## src/sv/assert_macros.svh

```systemverilog
// Assertion macros shared by the kinematic point predictor RTL.
// Every macro samples on the rising edge of i_clk and is switched off while
// i_rst_n is low.
`ifndef ASSERT_MACROS_SVH
`define ASSERT_MACROS_SVH

// Same-cycle implication: whenever ante holds, cons holds too.
`define KPP_ASSERT_NOW(lbl, ante, cons, msg) \
    lbl: assert property (@(posedge i_clk) disable iff (!i_rst_n) (ante) |-> (cons)) \
        else $error(msg);

// Next-cycle implication: whenever ante holds, cons holds in the following cycle.
`define KPP_ASSERT_NEXT(lbl, ante, cons, msg) \
    lbl: assert property (@(posedge i_clk) disable iff (!i_rst_n) (ante) |=> (cons)) \
        else $error(msg);

`endif

```

## src/sv/kpp_pkg.sv

```systemverilog
`timescale 1ns / 1ps
// ----------------------------------------------------------------------------
// Kinematic point predictor package
// Widths, fill stage codes, lane operation codes and the control structs.
// ----------------------------------------------------------------------------
package kpp_pkg;

    localparam int POS_W  = 32;
    localparam int TS_W   = 32;
    localparam int VEL_W  = 48;
    localparam int ACC_W  = 64;
    localparam int KEEP_W = 17;
    localparam int SUM_W  = 44;
    localparam int TERM_W = 42;

    localparam logic [KEEP_W-1:0] ONE_Q16 = 17'h10000;

    // Iteration counts of the serial units (two bits per cycle).
    localparam int DIV_CYCLES = 33;
    localparam int MUL_CYCLES = 9;
    localparam int VT_CYCLES  = 16;
    localparam int AT_CYCLES  = 32;

    localparam logic [1:0] ST_EMPTY = 2'd0;
    localparam logic [1:0] ST_ONE   = 2'd1;
    localparam logic [1:0] ST_TWO   = 2'd2;
    localparam logic [1:0] ST_READY = 2'd3;

    typedef logic [3:0] t_op;

    localparam t_op OP_IDLE     = 4'd0;
    localparam t_op OP_SHIFT    = 4'd1;
    localparam t_op OP_VDIV_LD  = 4'd2;
    localparam t_op OP_ADIV_LD  = 4'd3;
    localparam t_op OP_DIV_STEP = 4'd4;
    localparam t_op OP_VSTORE   = 4'd5;
    localparam t_op OP_ASTORE   = 4'd6;
    localparam t_op OP_MUL_STEP = 4'd7;
    localparam t_op OP_VFIN     = 4'd8;
    localparam t_op OP_AFIN     = 4'd9;
    localparam t_op OP_VTERM_LD = 4'd10;
    localparam t_op OP_ATERM_LD = 4'd11;
    localparam t_op OP_TERM_STEP= 4'd12;
    localparam t_op OP_VTERM_FIN= 4'd13;
    localparam t_op OP_ATERM_FIN= 4'd14;

    typedef struct packed {
        t_op        op;
        logic [1:0] stage;
        logic [1:0] bits;
    } t_lane_cmd;

    typedef struct packed {
        logic       done;
        logic [1:0] stage;
    } t_ctrl_stat;

endpackage

```

## src/sv/kpp_lane.sv

```systemverilog
`timescale 1ns / 1ps
// ----------------------------------------------------------------------------
// Kinematic point predictor axis lane
// Holds one axis of history and runs the serial divider, blend multiplier
// and extrapolation multiplier for that axis.
// ----------------------------------------------------------------------------
module kpp_lane import kpp_pkg::*; (
    input  logic                     i_clk,
    input  t_lane_cmd                i_cmd,
    input  logic [TS_W-1:0]          i_dt,
    input  logic signed [POS_W-1:0]  i_pos,
    output logic signed [SUM_W-1:0]  o_sum
);

    localparam logic [65:0] CAP48_POS = (66'd1 << 47) - 66'd1;
    localparam logic [65:0] CAP48_NEG = 66'd1 << 47;
    localparam logic [65:0] CAP64_POS = (66'd1 << 63) - 66'd1;
    localparam logic [65:0] CAP64_NEG = 66'd1 << 63;
    localparam logic [75:0] TERM_CAP  = 76'd1 << 40;

    logic signed [POS_W-1:0] r_p0, r_p1;
    logic signed [VEL_W-1:0] r_v0, r_v1;
    logic signed [ACC_W-1:0] r_acc, r_tmp;
    logic [65:0]             r_dvd, r_quo;
    logic [32:0]             r_rem;
    logic                    r_neg;
    logic signed [64:0]      r_md;
    logic signed [82:0]      r_macc;
    logic [75:0]             r_tacc;
    logic                    r_tsat;
    logic [63:0]             r_tmag;
    logic                    r_tneg;
    logic signed [TERM_W-1:0] r_tv, r_ta;

    logic signed [32:0] w_pdiff;
    logic [32:0]        w_pmag;
    logic signed [48:0] w_vdiff;
    logic [48:0]        w_vmag;
    logic [65:0]        n_dvd, n_quo;
    logic [32:0]        n_rem;
    logic [65:0]        w_res48, w_res64;
    logic signed [VEL_W-1:0] w_raw48;
    logic signed [ACC_W-1:0] w_raw64;
    logic signed [82:0] n_macc, w_msh;
    logic [75:0]        n_tacc, w_tsh, w_tcap;
    logic               n_tsat;
    logic signed [TERM_W-1:0] w_term;
    logic [VEL_W-1:0]   w_vabs;
    logic [ACC_W-1:0]   w_aabs;

    assign w_pdiff = {r_p0[POS_W-1], r_p0} - {r_p1[POS_W-1], r_p1};
    assign w_pmag  = w_pdiff[32] ? (~w_pdiff + 33'd1) : w_pdiff;
    assign w_vdiff = {r_v0[VEL_W-1], r_v0} - {r_v1[VEL_W-1], r_v1};
    assign w_vmag  = w_vdiff[48] ? (~w_vdiff + 49'd1) : w_vdiff;
    assign w_vabs  = r_v0[VEL_W-1] ? (~r_v0 + 48'd1) : r_v0;
    assign w_aabs  = r_acc[ACC_W-1] ? (~r_acc + 64'd1) : r_acc;

    // Restoring divider, two quotient bits per cycle.
    always_comb begin
        logic [33:0] remx;
        n_rem = r_rem;
        n_dvd = r_dvd;
        n_quo = r_quo;
        for (int i = 0; i < 2; i++) begin
            remx  = {n_rem, n_dvd[65]};
            n_dvd = {n_dvd[64:0], 1'b0};
            if (remx >= {2'b00, i_dt}) begin
                remx  = remx - {2'b00, i_dt};
                n_quo = {n_quo[64:0], 1'b1};
            end else begin
                n_quo = {n_quo[64:0], 1'b0};
            end
            n_rem = remx[32:0];
        end
    end

    // Quotient clipped to the signed range of the destination.
    always_comb begin
        logic [65:0] cap48, cap64;
        cap48   = r_neg ? CAP48_NEG : CAP48_POS;
        cap64   = r_neg ? CAP64_NEG : CAP64_POS;
        w_res48 = (r_quo > cap48) ? cap48 : r_quo;
        w_res64 = (r_quo > cap64) ? cap64 : r_quo;
        w_raw48 = r_neg ? (~w_res48[47:0] + 48'd1) : w_res48[47:0];
        w_raw64 = r_neg ? (~w_res64[63:0] + 64'd1) : w_res64[63:0];
    end

    // Blend multiplier: difference times keep weight, MSB first.
    always_comb begin
        n_macc = r_macc;
        for (int i = 0; i < 2; i++) begin
            n_macc = (n_macc <<< 1) +
                     (i_cmd.bits[1-i] ? {{18{r_md[64]}}, r_md} : 83'sd0);
        end
    end
    assign w_msh = r_macc >>> 16;

    // Extrapolation multiplier on magnitudes; it sticks once past any cap.
    always_comb begin
        n_tacc = r_tacc;
        n_tsat = r_tsat;
        for (int i = 0; i < 2; i++) begin
            if (!n_tsat) begin
                n_tacc = {n_tacc[74:0], 1'b0} + (i_cmd.bits[1-i] ? {12'd0, r_tmag} : 76'd0);
                if (n_tacc[75] | n_tacc[74]) begin
                    n_tsat = 1'b1;
                end
            end
        end
    end

    always_comb begin
        w_tsh  = (i_cmd.op == OP_VTERM_FIN) ? (r_tacc >> 16) : (r_tacc >> 33);
        w_tcap = (r_tsat || (w_tsh > TERM_CAP)) ? TERM_CAP : w_tsh;
        w_term = r_tneg ? (~w_tcap[TERM_W-1:0] + 42'd1) : w_tcap[TERM_W-1:0];
    end

    always_ff @(posedge i_clk) begin
        case (i_cmd.op)
            OP_SHIFT: begin
                r_p1 <= r_p0;
                r_p0 <= i_pos;
            end
            OP_VDIV_LD: begin
                r_dvd <= {17'd0, w_pmag, 16'd0};
                r_neg <= w_pdiff[32];
                r_rem <= '0;
                r_quo <= '0;
            end
            OP_ADIV_LD: begin
                r_dvd <= {1'b0, w_vmag, 16'd0};
                r_neg <= w_vdiff[48];
                r_rem <= '0;
                r_quo <= '0;
            end
            OP_DIV_STEP: begin
                r_dvd <= n_dvd;
                r_rem <= n_rem;
                r_quo <= n_quo;
            end
            OP_VSTORE: begin
                if (i_cmd.stage == ST_ONE) begin
                    r_v0 <= w_raw48;
                end else if (i_cmd.stage == ST_TWO) begin
                    r_v1 <= r_v0;
                    r_v0 <= w_raw48;
                end else begin
                    r_tmp  <= {{16{w_raw48[VEL_W-1]}}, w_raw48};
                    r_md   <= {{17{r_v0[VEL_W-1]}}, r_v0} - {{17{w_raw48[VEL_W-1]}}, w_raw48};
                    r_macc <= '0;
                end
            end
            OP_ASTORE: begin
                if (i_cmd.stage == ST_TWO) begin
                    r_acc <= w_raw64;
                end else begin
                    r_tmp  <= w_raw64;
                    r_md   <= {r_acc[ACC_W-1], r_acc} - {w_raw64[ACC_W-1], w_raw64};
                    r_macc <= '0;
                end
            end
            OP_MUL_STEP: begin
                r_macc <= n_macc;
            end
            OP_VFIN: begin
                r_v1 <= r_v0;
                r_v0 <= r_tmp[VEL_W-1:0] + w_msh[VEL_W-1:0];
            end
            OP_AFIN: begin
                r_acc <= r_tmp + w_msh[ACC_W-1:0];
            end
            OP_VTERM_LD: begin
                r_tmag <= {16'd0, w_vabs};
                r_tneg <= r_v0[VEL_W-1];
                r_tacc <= '0;
                r_tsat <= 1'b0;
            end
            OP_ATERM_LD: begin
                r_tmag <= w_aabs;
                r_tneg <= r_acc[ACC_W-1];
                r_tacc <= '0;
                r_tsat <= 1'b0;
            end
            OP_TERM_STEP: begin
                r_tacc <= n_tacc;
                r_tsat <= n_tsat;
            end
            OP_VTERM_FIN: begin
                r_tv <= w_term;
            end
            OP_ATERM_FIN: begin
                r_ta <= w_term;
            end
            default: begin
            end
        endcase
    end

    // Unsaturated extrapolated coordinate for the merge stage.
    always_comb begin
        o_sum = '0;
        if (i_cmd.stage != ST_EMPTY) begin
            o_sum = {{(SUM_W-POS_W){r_p0[POS_W-1]}}, r_p0};
        end
        if (i_cmd.stage == ST_TWO || i_cmd.stage == ST_READY) begin
            o_sum = o_sum + {{(SUM_W-TERM_W){r_tv[TERM_W-1]}}, r_tv};
        end
        if (i_cmd.stage == ST_READY) begin
            o_sum = o_sum + {{(SUM_W-TERM_W){r_ta[TERM_W-1]}}, r_ta};
        end
    end

endmodule

```

## config.mk

```make
export PLATFORM = sky130hd
export DESIGN_NAME = kpp_lane
export DESIGN_NICKNAME = d
export VERILOG_FILES = /design/src/sv/assert_macros.svh /design/src/sv/kpp_pkg.sv /design/src/sv/kpp_lane.sv
export SDC_FILE = /design/constraint.sdc
export NUM_CORES = 2
export LEC_CHECK = 0
export BUFFER_PORTS_ARGS = -buffer_cell sky130_fd_sc_hd__buf_2
export CORE_UTILIZATION = 30
export DETAILED_ROUTE_END_ITERATION = 10
export GPL_ROUTABILITY_DRIVEN = 0
export PLACE_DENSITY = 0.49
export SYNTH_ARGS = -nofsm -noshare
export SYNTH_HDL_FRONTEND = slang
export SYNTH_SLANG_ARGS = --single-unit
```

## constraint.sdc

```tcl
create_clock -name i_clk -period 14.7 [get_ports i_clk]
set_input_delay 4.41 -clock i_clk [delete_from_list [all_inputs] [get_ports i_clk]]
set_output_delay 4.41 -clock i_clk [all_outputs]
set_load 0.05 [all_outputs]
```

==> metrics.cfg <==
[power]
vdd_ir_drop_max_mv=0.0865
pwr_density_cell_nw_per_um2=83.7
power_mw=7.76
cellLeakagePower_nw=37.3

[die]
start_util_pct=30.2
row_count=192
die_area_um2=279000
die_w_um=528
core_um2=275000
dieHeight_um=528
io_pins=117

[synth]
yosysWarnings=0
syn_inst=9976
async_reset_ff_share_pct=0
yosysSeqAreaShare_pct=29.2
syn_area_per_cell_um2=8.33
ys.flop_type=edfxtp_1
yosysUniqueCellTypes=102
syn_nets=10800
synth_seq_cells=809
syn-cell-area_um2=83100
synth_edf_count=809

[sta]
finalCritPeriodShare_pct=98.4
finalHoldViolCount=0
final.min_clock_period_ns=14.46
hold_ws_ns=0.471
fin_skew_ns=0.0771
relSlewSlack_pct=12.9
finalSetupViolCount=0
worst_pin_slew_ns=1.29
clock.fmax_ghz=0.0691
finalWorstSetupSlack_ns=0.235
slew_viol_final=0

[clocking]
cts_tree=done
root_buffer=clkbuf_16
htreeDepth=3
path_clk_slew_ns=0.06
cts_buffer_depth=3
numCtsBuffers=106
clk_latency_ns=0.78
clkSinkCount=809
cts.hold.buffers_added=0

[setup_path]
cp-end-kind=primary output
path_class=in2out
crit_slowest_cell=a211o_1
cpPeakStageDelay_ns=0.31
cpMostUsedCell=a21o_1
arrival_ns=10.05
worstPathMaxFanout=5
cp_data_required_time_ns=10.29
start_kind=input port

[drt]
vias=77100
post_drt_wl_per_cell_um=22.1
drc=0
drtIter0Drc=6733
ant_nets=0
dr.pass1.iters=6
drt_wl_total_mm=304
vias_per_cell=5.61

[layout]
area_delta_synth_final_pct=11.6
final_util_pct=33.8
stdcell_area_um2=92700
drive_gt1_share_pct=8.00
fill_cells=28600
layout.nets=10800

[global_route]
grt_pass1_vias=73400
grt_max_degree=141
grt_pass1_wl_mm=457
grt_util_all_layers_pct=21.0
overflow=0
antenna_found_initial=14

[placement]
hpwl_mm=240
post-place-ws_ns=-0.350
place_area_um2=88600
numPortBuffers=116

[worst_hold_path]
hold_path.class=reg2reg

[outcome]
status=finished clean

[job]
cap_violations=0

cell usage after synthesis (all sizes together) (115+ instances only):
library cell	count	share of area, %
a21oi	976	5.9
nand2	871	3.9
o21ai	848	5.1
edfxtp	809	29
nor2	770	3.5
ha	761	11
xnor2	483	5.1
a21o	450	4.1
clkbuf	435	2.0
inv	369	1.7
xor2	323	3.4
and2	309	2.3
nand3	243	1.5
nor3	153	0.96
o31ai	152	1.4
and3	146	1.1
nand4	144	1.1
o21a	133	1.2
nor2b	120	0.90
o21bai	116	1.0
nand2b	115	0.87
path summary, 6_finish.rpt:
path	start	end	slack (ns)	cells after the start
max	i_cmd[3]	o_sum[43]	0.24	33
min	r_p0[0]$_DFFE_PN_	r_p1[0]$_DFFE_PN_	0.47	0
max reg2reg	r_neg$_DFFE_PP_	r_md[64]$_DFFE_PP_	2.87	34
min reg2reg	r_p0[0]$_DFFE_PN_	r_p1[0]$_DFFE_PN_	0.47	0
cell usage in the layout, fill, tap and decap left out, drive strengths merged, types with 40 or more instances in the layout:
cell    netlist  routed
a22oi        44      44
o21a        133     133
nor2b       120     120
o21ai       848     848
a21oi       976     976
mux2i        99      99
nand4       144     144
o31ai       152     152
clkbuf      435     115
nand2       871     871
o22ai        43      43
o211ai       58      58
xor2        323     323
nor4         70      70
nand3       243     243
or2          40      40
clkinv        0      47
o21bai      116     116
nand2b      115     115
a31oi       100     100
nor2        770     770
buf          45     374
or3          92      92
and3        146     146
nor3        153     153
ha          761     761
and2        309     309
a21o        450     450
xnor2       483     483
mux2         51      51
edfxtp      809     809
a211oi      114     114
inv         369     378
where the power goes:
part,switching [mW],internal (mW),leakage (nW),total (mW)
registers,0.0881,2.63,7.47,2.71
logic,1.43,0.857,28.1,2.28
clock network,1.17,1.58,1.73,2.76
total,2.69,5.07,37.3,7.76
stage by stage:
| step | TNS (ns) | instances |
|---|---|---|
| global placement | -1.33 | 13500 |
| floorplan | 0 | 9976 |
| CTS | -0.0513 | 13700 |
| finish | 0 | 13800 |
| global route | -0.0379 | 13800 |
| detailed placement | -2.72 | 13500 |
per-layer routing:
| metal | global-route usage, % | vias to the layer above | share of wire (%) |
|---|---|---|---|
| li1 | - | 37000 | - |
| met1 | 27.6 | 37100 | 44 |
| met2 | 34.9 | 2453 | 46 |
| met3 | 1.98 | 527 | 5.0 |
| met4 | 9.02 | 0 | 4.7 |
| met5 | 0 | - | 0 |
flip-flops by register name, indices dropped and copies added, names as in the netlist:
signal	count
r_macc	80
r_tacc	76
r_quo	66
r_md	65
r_acc	64
r_tmag	64
r_tmp	64
r_dvd	50
r_v0	48
r_v1	48
r_ta	42
r_tv	42
r_rem	33
r_p0	32
r_p1	32
r_neg	1
r_tneg	1
r_tsat	1
layout make-up:
cell class              instances  area, um^2  area share, %
inverters                     369        1390           1.49
well taps                    3686        4610           4.98
flip-flops and latches        809       24300           26.2
multi-input cells            8318       56100           60.5
diodes                          3        7.51        0.00810
clock buffers                 114        2680           2.89
repair buffers                375        2660           2.87
clock inverters                84         962           1.04
worst max-delay path, delay by kind of cell:
kind	cells	cell delay (ns)
multiplexers	1	0.31
AO/OA/AOI/OAI	12	2.40
adder cells (fa/ha/maj)	3	0.76
AND/OR/NAND/NOR	7	0.77
buffers and inverters	7	0.98
XOR/XNOR	3	0.39
logic make-up after synthesis:
family / Yosys count / share of synthesized area (%)
AND/OR/NAND/NOR: 3194 / 19.0
flip-flops: 809 / 29.2
XOR/XNOR: 806 / 8.50
adder cells (fa/ha/maj): 774 / 11.8
AO/OA/AOI/OAI: 3394 / 25.7
multiplexers: 150 / 1.88
buffers and inverters: 849 / 3.87
what timing repair did:
item	CTS	global route
setup endpoints to repair	14	17
gates resized for setup	13	71
pin swaps	0	26
buffers inserted	0	7
gates cloned	0	1
(Power assumes the default switching activity.)
