File: config.mk
export PLATFORM = sky130hd
export DESIGN_NAME = kpp_merge_flat
export DESIGN_NICKNAME = d
export VERILOG_FILES = /design/src/sv/assert_macros.svh /design/src/sv/kpp_pkg.sv /design/src/sv/kpp_if.sv /design/src/sv/kpp_merge.sv /design/src/flat_wrapper.sv
export SDC_FILE = /design/constraint.sdc
export NUM_CORES = 1
export LEC_CHECK = 0
export ABC_AREA = 1
export BUFFER_PORTS_ARGS = -buffer_cell sky130_fd_sc_hd__buf_2
export CORE_ASPECT_RATIO = 1.1
export CORE_MARGIN = 2
export CORE_UTILIZATION = 45
export CTS_CLUSTER_SIZE = 20
export DETAILED_ROUTE_END_ITERATION = 8
export PLACE_DENSITY = 0.8
export SYNTH_ARGS = -nofsm -noshare
export SYNTH_HDL_FRONTEND = slang
export SYNTH_SLANG_ARGS = --single-unit
File: constraint.sdc
create_clock -name i_clk -period 1.11 [get_ports i_clk]
set_input_delay 0.111 -clock i_clk [delete_from_list [all_inputs] [get_ports i_clk]]
set_output_delay 0.111 -clock i_clk [all_outputs]
set_load 0.005 [all_outputs]
File: src/sv/assert_macros.svh
// Assertion macros shared by the kinematic point predictor RTL.
// Every macro samples on the rising edge of i_clk and is switched off while
// i_rst_n is low.
`ifndef ASSERT_MACROS_SVH
`define ASSERT_MACROS_SVH

// Same-cycle implication: whenever ante holds, cons holds too.
`define KPP_ASSERT_NOW(lbl, ante, cons, msg) \
    lbl: assert property (@(posedge i_clk) disable iff (!i_rst_n) (ante) |-> (cons)) \
        else $error(msg);

// Next-cycle implication: whenever ante holds, cons holds in the following cycle.
`define KPP_ASSERT_NEXT(lbl, ante, cons, msg) \
    lbl: assert property (@(posedge i_clk) disable iff (!i_rst_n) (ante) |=> (cons)) \
        else $error(msg);

`endif

File: src/sv/kpp_pkg.sv
`timescale 1ns / 1ps
// ----------------------------------------------------------------------------
// Kinematic point predictor package
// Widths, fill stage codes, lane operation codes and the control structs.
// ----------------------------------------------------------------------------
package kpp_pkg;

    localparam int POS_W  = 32;
    localparam int TS_W   = 32;
    localparam int VEL_W  = 48;
    localparam int ACC_W  = 64;
    localparam int KEEP_W = 17;
    localparam int SUM_W  = 44;
    localparam int TERM_W = 42;

    localparam logic [KEEP_W-1:0] ONE_Q16 = 17'h10000;

    // Iteration counts of the serial units (two bits per cycle).
    localparam int DIV_CYCLES = 33;
    localparam int MUL_CYCLES = 9;
    localparam int VT_CYCLES  = 16;
    localparam int AT_CYCLES  = 32;

    localparam logic [1:0] ST_EMPTY = 2'd0;
    localparam logic [1:0] ST_ONE   = 2'd1;
    localparam logic [1:0] ST_TWO   = 2'd2;
    localparam logic [1:0] ST_READY = 2'd3;

    typedef logic [3:0] t_op;

    localparam t_op OP_IDLE     = 4'd0;
    localparam t_op OP_SHIFT    = 4'd1;
    localparam t_op OP_VDIV_LD  = 4'd2;
    localparam t_op OP_ADIV_LD  = 4'd3;
    localparam t_op OP_DIV_STEP = 4'd4;
    localparam t_op OP_VSTORE   = 4'd5;
    localparam t_op OP_ASTORE   = 4'd6;
    localparam t_op OP_MUL_STEP = 4'd7;
    localparam t_op OP_VFIN     = 4'd8;
    localparam t_op OP_AFIN     = 4'd9;
    localparam t_op OP_VTERM_LD = 4'd10;
    localparam t_op OP_ATERM_LD = 4'd11;
    localparam t_op OP_TERM_STEP= 4'd12;
    localparam t_op OP_VTERM_FIN= 4'd13;
    localparam t_op OP_ATERM_FIN= 4'd14;

    typedef struct packed {
        t_op        op;
        logic [1:0] stage;
        logic [1:0] bits;
    } t_lane_cmd;

    typedef struct packed {
        logic       done;
        logic [1:0] stage;
    } t_ctrl_stat;

endpackage

File: src/sv/kpp_if.sv


interface kpp_pred_if;
    logic               valid;
    logic               ready;
    logic signed [31:0] pred_x;
    logic signed [31:0] pred_y;
    logic signed [31:0] pred_z;
    logic [1:0]         fill_level;

    modport source (output valid, pred_x, pred_y, pred_z, fill_level, input ready);
    modport sink   (input valid, pred_x, pred_y, pred_z, fill_level, output ready);
endinterface

File: src/sv/kpp_merge.sv
`timescale 1ns / 1ps
// ----------------------------------------------------------------------------
// Kinematic point predictor merge stage
// Saturates the three lane sums to Q16.16 and holds the result transaction
// in an output register until the receiver takes it.
// ----------------------------------------------------------------------------
module kpp_merge import kpp_pkg::*; (
    input  logic                    i_clk,
    input  logic                    i_rst_n,
    input  logic                    i_load,
    input  logic signed [SUM_W-1:0] i_sum_x,
    input  logic signed [SUM_W-1:0] i_sum_y,
    input  logic signed [SUM_W-1:0] i_sum_z,
    input  logic [1:0]              i_stage,
    output logic                    o_ready,
    kpp_pred_if.source              o_pred
);

    localparam logic signed [SUM_W-1:0] SAT_HI = (44'sd1 <<< 31) - 44'sd1;
    localparam logic signed [SUM_W-1:0] SAT_LO = -(44'sd1 <<< 31);

    function automatic logic [POS_W-1:0] sat32(input logic signed [SUM_W-1:0] v);
        logic signed [SUM_W-1:0] c;
        c = (v > SAT_HI) ? SAT_HI : ((v < SAT_LO) ? SAT_LO : v);
        return c[POS_W-1:0];
    endfunction

    logic                    r_valid;
    logic signed [POS_W-1:0] r_x, r_y, r_z;
    logic [1:0]              r_fill;

    assign o_ready = !r_valid || o_pred.ready;

    always_ff @(posedge i_clk) begin
        if (!i_rst_n) begin
            r_valid <= 1'b0;
        end else if (i_load) begin
            r_valid <= 1'b1;
        end else if (o_pred.ready) begin
            r_valid <= 1'b0;
        end
    end

    always_ff @(posedge i_clk) begin
        if (i_load) begin
            r_x    <= sat32(i_sum_x);
            r_y    <= sat32(i_sum_y);
            r_z    <= sat32(i_sum_z);
            r_fill <= i_stage;
        end
    end

    assign o_pred.valid      = r_valid;
    assign o_pred.pred_x     = r_x;
    assign o_pred.pred_y     = r_y;
    assign o_pred.pred_z     = r_z;
    assign o_pred.fill_level = r_fill;

endmodule

File: src/flat_wrapper.sv
// flat-port wrapper written by rule: the top's interface ports become plain ports
module kpp_merge_flat import kpp_pkg::*;
  (i_clk, i_rst_n, i_load, i_sum_x, i_sum_y, i_sum_z, i_stage, o_ready, o_pred_valid, o_pred_pred_x, o_pred_pred_y, o_pred_pred_z, o_pred_fill_level, o_pred_ready);
  kpp_pred_if o_pred_i ();
  input  logic i_clk;
  input  logic i_rst_n;
  input  logic i_load;
  input  logic signed [SUM_W-1:0] i_sum_x;
  input  logic signed [SUM_W-1:0] i_sum_y;
  input  logic signed [SUM_W-1:0] i_sum_z;
  input  logic [1:0] i_stage;
  output logic o_ready;
  output wire logic [$bits(o_pred_i.valid)-1:0] o_pred_valid;
  output wire logic [$bits(o_pred_i.pred_x)-1:0] o_pred_pred_x;
  output wire logic [$bits(o_pred_i.pred_y)-1:0] o_pred_pred_y;
  output wire logic [$bits(o_pred_i.pred_z)-1:0] o_pred_pred_z;
  output wire logic [$bits(o_pred_i.fill_level)-1:0] o_pred_fill_level;
  input wire logic [$bits(o_pred_i.ready)-1:0] o_pred_ready;
  assign o_pred_valid = o_pred_i.valid;
  assign o_pred_pred_x = o_pred_i.pred_x;
  assign o_pred_pred_y = o_pred_i.pred_y;
  assign o_pred_pred_z = o_pred_i.pred_z;
  assign o_pred_fill_level = o_pred_i.fill_level;
  assign o_pred_i.ready = o_pred_ready;
  kpp_merge u_core (.i_clk(i_clk), .i_rst_n(i_rst_n), .i_load(i_load), .i_sum_x(i_sum_x), .i_sum_y(i_sum_y), .i_sum_z(i_sum_z), .i_stage(i_stage), .o_ready(o_ready), .o_pred(o_pred_i));
endmodule
==> results of run 1 <==
## flip-flops by register name, summed over array words and instances (netlist names)
register,flops
u_core.o_pred.valid,1
u_core.o_pred.pred_z,32
u_core.o_pred.pred_x,32
u_core.o_pred.fill_level,2
u_core.o_pred.pred_y,32
## worst max path at each step
stage                                to  cells past startpoint
2_1_floorplan  u_core.o_pred.pred_x[10]                      7
3_3_place_gp    u_core.o_pred.pred_z[4]                      8
3_5_place_dp   u_core.o_pred.pred_y[25]                      8
4_1_cts                o_pred_pred_z[4]                      1
5_1_grt                         o_ready                      2
6_report               o_pred_pred_z[4]                      1
## cell type report
type / instances / area (um2)
repair buffers: 270 / 1650
flip-flops and latches: 99 / 2960
clock inverters: 6 / 159
multi-input cells: 260 / 1240
inverters: 5 / 18.8
well taps: 120 / 150
fillers: 758 / 3470
clock buffers: 10 / 138
## per-stage QoR
stage               utilization [%]  instance area (um2)
floorplan                         -                 4490
global placement               60.3                 5910
detailed placement             60.3                 5910
CTS                            64.6                 6320
global route                   64.6                 6320
finish                         64.6                 6320
## cell families (layout without fill, tap and decap cells)
group | count (synthesis) | count (layout)
AOI/OAI and AO/OA | 1 | 1
buffers and inverters | 35 | 291
DFF | 99 | 99
and+or+nand+nor | 259 | 259
## power by group
part	total [W]	switching, W	internal [W]
sequential	0.00456	0.0000812	0.00447
clock	0.00327	0.00125	0.00202
combinational	0.00132	0.000660	0.000662
## cell usage in the layout (no fill, tap or decap), types with 2 or more instances in the layout
| cell type | count |
|---|---|
| sky130_fd_sc_hd__buf_2 | 236 |
| sky130_fd_sc_hd__buf_12 | 15 |
| sky130_fd_sc_hd__nand3_1 | 76 |
| sky130_fd_sc_hd__bufinv_16 | 5 |
| sky130_fd_sc_hd__and2_1 | 2 |
| sky130_fd_sc_hd__nand2_2 | 6 |
| sky130_fd_sc_hd__edfxtp_1 | 98 |
| sky130_fd_sc_hd__nand2_1 | 122 |
| sky130_fd_sc_hd__dlygate4sd3_1 | 12 |
| sky130_fd_sc_hd__nor2_1 | 29 |
| sky130_fd_sc_hd__nand3_2 | 20 |
| sky130_fd_sc_hd__nand2_4 | 2 |
| sky130_fd_sc_hd__buf_4 | 7 |
| sky130_fd_sc_hd__inv_1 | 5 |
| sky130_fd_sc_hd__clkbuf_8 | 10 |
## routing by layer
layer  vias to the layer above  global-route usage (%)  share of wire, %
met1                      1753                    22.3                36
met2                       180                    36.5                52
met3                        20                    6.03               9.5
met5                         -                       0                 0
li1                       1852                       -                 -
met4                         0                    9.59               2.4
## cells in the mapped netlist
cell	count
sky130_fd_sc_hd__a21boi_0	1
sky130_fd_sc_hd__and2_1	2
sky130_fd_sc_hd__and2_4	1
sky130_fd_sc_hd__buf_12	2
sky130_fd_sc_hd__buf_2	7
sky130_fd_sc_hd__buf_4	6
sky130_fd_sc_hd__buf_6	9
sky130_fd_sc_hd__buf_8	1
sky130_fd_sc_hd__clkbuf_1	3
sky130_fd_sc_hd__clkbuf_4	2
sky130_fd_sc_hd__dfxtp_1	1
sky130_fd_sc_hd__edfxtp_1	98
sky130_fd_sc_hd__inv_1	5
sky130_fd_sc_hd__nand2_1	122
sky130_fd_sc_hd__nand2_2	6
sky130_fd_sc_hd__nand2_4	2
sky130_fd_sc_hd__nand3_1	76
sky130_fd_sc_hd__nand3_2	20
sky130_fd_sc_hd__nor2_1	29
sky130_fd_sc_hd__nor2_2	1
==> impl_metrics.tcl, run 1 <==
set metrics [dict create \
    yosys.area_share.xor_xnor_pct 0 \
    synth_top_cell_by_area "sky130_fd_sc_hd__edfxtp_1" \
    mean_area_per_synthesized_cell_um2 11.4 \
    clock-root-buffer "sky130_fd_sc_hd__clkbuf_8" \
    buffer_ports.inserted 237 \
    path_buf_inv 1 \
    die_span_y_um 109 \
    post_synth_fa_ha_maj_area_fraction_pct 0 \
    post_cts.repair.setup_buffers 0 \
    global_route.overflow_total 0 \
    bufs_on_longest_clock_path 2 \
    grt_start_max_net_pins 60 \
    fp-row-count 38 \
    whs_endpoint "u_core.o_pred.pred_z[11]" \
    placed_instances 742 \
    reg2reg_setup_slack_ns 0.48 \
    synth_seq_area_share_pct 66.0 \
    setup_slack_of_the_critical_path_after_layout_ns 0.0981 \
    setup-violations-final 0 \
    initial_antenna_violation_count 0 \
    drt_iter0_markers 165 \
    critical_path.cell_chain "buf_2" \
    worstSetupStartpointType "register" \
    drv_cap 0 \
    synth.yosys.warnings 0 \
    fp.dieArea_mm2 0.0108 \
    synth.ff_latch_count 99 \
    routed_via_density 4.94 \
    post_drt_wl_per_cell_um 14.7 \
    rsz_0062_raised_after_global_routing "false" \
    netlist.area_leader.share_pct 65.6 \
    clock-sinks 99 \
    worst_hold_path_type "in -> reg" \
    post-place-ws_ns -0.112 \
    grt_pass1_wl_um 17100 \
    end_kind "primary output" \
    critPathMaxStageDelay_ns 0.40 \
    insertedDiodeCount 0 \
    htree_num_levels 3 \
    final_hold_viol_count 0 \
    worstPathArrival_ns 0.90 \
    ys_top_cells_by_area "sky130_fd_sc_hd__edfxtp_1 66%, sky130_fd_sc_hd__nand2_1 10%, sky130_fd_sc_hd__nand3_1 8.5%, sky130_fd_sc_hd__nand3_2 4.5%, sky130_fd_sc_hd__nor2_1 2.4%" \
    critical_path_peak_fanout 1 \
    status "complete, no violations" \
    min_from "i_sum_z[11]" \
    cts_hold_buffers 12 \
    critical_path.reg2reg.endpoint "u_core.o_pred.valid" \
    drtAntennaViolNets 0 \
    timing_worst_setup_path_type "reg -> out" \
    cts.reportedPaths.clkPinSlew_ns 0.09 \
    routed_wl_um 11300 \
    hold_path_depth 3 \
    synth_area_mm2 0.00449 \
    final_period_minus_worst_setup_slack_ns 1.01 \
    rr_worst_depth 2 \
    flow.area_growth_from_synthesis_pct 41.0 \
    clk_latency_ns 0.36 \
    launch_point_of_the_worst_reg_to_reg_path "u_core.o_pred.valid" \
    vias 3805 \
    first_global_vias 3646 \
    main_combinational_cell_family_by_area_after_synthesis "simple AND/OR/NAND/NOR gates" \
    layout.nets 783 \
    drt_pre_antenna_iters 4 \
    synthesized_instance_count 394 \
    worst_vdd_ir_uv 864 \
    synthSimpleGateAreaFrac_pct 27.5 \
    fin_worst_hold_slack_ns 0.0247 \
    drive_above_1_share_pct 46.8 \
    drc 0 \
    synth-compound-area-share_pct 0.167 \
    floorplan.initialDensity_pct 45.8 \
    worst_margin_slew_ns 0.322 \
    dieWidth_um 99.2 \
    post_route_total_power_w 0.00914 \
    final.period_utilization_pct 91.2 \
    leakagePower_nw 2.89 \
    cts_made_buffers 9 \
    gr-usage-all-layers_pct 20.4 \
    floorplan.core_area_mm2 0.00979 \
    final-max-slew-violation-count 0 \
    io_pins 238 \
    cp-startpoint "u_core.o_pred.pred_z[4]" \
    syn_nets 532 \
    final.setup_skew_ns 0 \
    achievable-frequency_ghz 0.988 \
    slew_headroom_pct 78.6 \
    synth_mux_area_share_pct 0 \
    critPathTopFamily "flip-flops" \
    crit_required_ns 1.00 \
    tritoncts "done" \
    critical_path.slowest_cell "sky130_fd_sc_hd__edfxtp_1" \
    gp_congestion 0.813 \
    synth.distinct_cells 20 \
    cts_resized 0 \
    power-per-cell-area_mw_per_mm2 1450 \
    post_layout_nonfiller_instances 770 \
    fin_tns_setup_ns 0 \
    place_hpwl_um 8290 \
]
No activity file was read; power rests on OpenSTA's default activity.
==> run 2, diff against run 1 <==
- BUFFER_PORTS_ARGS: -buffer_cell sky130_fd_sc_hd__buf_2 -> -buffer_cell sky130_fd_sc_hd__clkbuf_2
- CORE_UTILIZATION: 45 -> 47
- CTS_BUF_LIST: unset -> sky130_fd_sc_hd__clkbuf_8
- CTS_CLUSTER_DIAMETER: unset -> 80
- PLACE_DENSITY: 0.8 -> 0.83
==> run 2 against run 1 <==
Against the previous run: final cell count down 1.6%; non-clock buffer count down 9; fmax down 1.8%; clock skew unchanged; power down 8.5%; die area down 4.1%; global-route usage up 2.5 points; via count up 1.8%; critical path type unchanged; critical endpoint is now o_pred_pred_z[11]; largest cell class unchanged.
==> impl_metrics.tcl, run 2 (synthesis results as in run 1) <==
set metrics [dict create \
    htree_num_levels 3 \
    drt_iter0_markers 198 \
    io_pins 238 \
    layout.nets 774 \
    place_hpwl_um 8900 \
    grt_pass1_wl_um 18400 \
    worstPathArrival_ns 0.92 \
    clock-sinks 99 \
    bufs_on_longest_clock_path 2 \
    post_dp_cell_area_mm2 0.00585 \
    timing_worst_setup_path_type "reg -> out" \
    cts_made_buffers 9 \
    gp_congestion 0.842 \
    leakagePower_nw 2.85 \
    global_route.overflow_total 0 \
    tritoncts "done" \
    fp.dieArea_mm2 0.0103 \
    clock-root-buffer "sky130_fd_sc_hd__clkbuf_8" \
    critPathMaxStageDelay_ns 0.43 \
    drtAntennaViolNets 0 \
    post_route_total_power_w 0.00836 \
    launch_point_of_the_worst_reg_to_reg_path "u_core.o_pred.valid" \
    final_period_minus_worst_setup_slack_ns 1.03 \
    fp-row-count 37 \
    drt_pre_antenna_iters 4 \
    worst_hold_path_type "in -> reg" \
    insertedDiodeCount 0 \
    final.setup_skew_ns 0 \
    initial_antenna_violation_count 0 \
    cts.reportedPaths.clkPinSlew_ns 0.10 \
    vias 3873 \
    end_kind "primary output" \
    rsz_0062_raised_after_global_routing "false" \
    routed_wl_um 11700 \
    achievable-frequency_ghz 0.971 \
    finalCoreUtilization_pct 65.7 \
    whs_endpoint "u_core.o_pred.pred_y[21]" \
    drc 0 \
    fin_worst_hold_slack_ns 0.0205 \
    power-per-cell-area_mw_per_mm2 1370 \
    finish.instance_area_mm2 0.00611 \
    critical_path_peak_fanout 1 \
    final_hold_viol_count 0 \
    flow.area_growth_from_synthesis_pct 36.2 \
    post_cts.repair.setup_buffers 0 \
    status "complete, no violations" \
    clk_latency_ns 0.36 \
    min_from "i_sum_y[21]" \
    floorplan.initialDensity_pct 48.2 \
    die_span_y_um 106 \
    drive_above_1_share_pct 47.3 \
    slew_headroom_pct 81.2 \
    final.period_utilization_pct 92.8 \
    post-place-ws_ns -0.111 \
    most-common-layout-cells "236 x sky130_fd_sc_hd__clkbuf_2, 122 x sky130_fd_sc_hd__nand2_1, 98 x sky130_fd_sc_hd__edfxtp_1" \
    critical_path.cell_chain "clkbuf_2" \
    grt_start_max_net_pins 54 \
    cts_resized 0 \
    gr-usage-all-layers_pct 22.9 \
    final-max-slew-violation-count 0 \
    path_buf_inv 1 \
    dieWidth_um 97.2 \
    mostFrequentLayoutCell "sky130_fd_sc_hd__clkbuf_2" \
    worst_margin_slew_ns 0.281 \
    worst_vdd_ir_uv 807 \
    critical_path.reg2reg.endpoint "u_core.o_pred.valid" \
    worstSetupStartpointType "register" \
    post_drt_wl_per_cell_um 15.4 \
    buffer_ports.inserted 237 \
    critical_path.slowest_cell "sky130_fd_sc_hd__edfxtp_1" \
    setup-violations-final 0 \
    routed_via_density 5.11 \
    setup_slack_of_the_critical_path_after_layout_ns 0.0799 \
    critPathTopFamily "flip-flops" \
    floorplan.core_area_mm2 0.00931 \
    reg2reg_setup_slack_ns 0.49 \
    rr_worst_depth 2 \
    drv_cap 0 \
    hold_path_depth 3 \
    crit_required_ns 1.00 \
    first_global_vias 3872 \
]
==> run 2: how the worst max path moves through the flow <==
stage	startpoint	to	slack, ns	cells after the start
floorplan	i_sum_x[33]	u_core.o_pred.pred_x[10]	0.13	7
global placement	i_sum_y[37]	u_core.o_pred.pred_y[5]	-0.03	8
detailed placement	i_sum_z[32]	u_core.o_pred.pred_z[7]	-0.11	8
CTS	u_core.o_pred.pred_z[11]	o_pred_pred_z[11]	0.06	1
global route	u_core.o_pred.pred_z[11]	o_pred_pred_z[11]	0.03	1
finish	u_core.o_pred.pred_z[11]	o_pred_pred_z[11]	0.08	1
==> run 2: report_power, final <==
group | leakage, nW | internal (W) | total [W] | switching [W]
clock | 0.116 | 0.00129 | 0.00251 | 0.00122
combinational | 1.76 | 0.000621 | 0.00129 | 0.000666
sequential | 0.980 | 0.00448 | 0.00457 | 0.0000940
total | 2.85 | 0.00639 | 0.00836 | 0.00198
==> run 2: layout make-up <==
cell class	instances	area, um2
clock buffer	13	179
clock inverter	3	43.8
fill	748	3200
inverter	5	18.8
multi-input combinational	260	1240
sequential	99	2960
tap	117	146
timing repair buffer	261	1520
==> run 2: stage by stage <==
step,TNS (ns),cells
finish,0,758
global route,0,758
CTS,0,758
detailed placement,-4.48,738
global placement,-0.474,738
floorplan,0,394
==> run 2: repair_timing <==
action	4_1_cts	5_1_grt
endpoints found under the hold margin	4	0
setup endpoints to repair	0	0
hold buffers	4	0
==> run 2: routing by layer <==
metal | vias up | routed length [um] | GRT usage, %
li1 | 1840 | - | -
met1 | 1807 | 4120 | 24.9
met2 | 204 | 5810 | 39.1
met3 | 22 | 1420 | 10.1
met4 | 0 | 307 | 9.46
met5 | - | 0 | 0
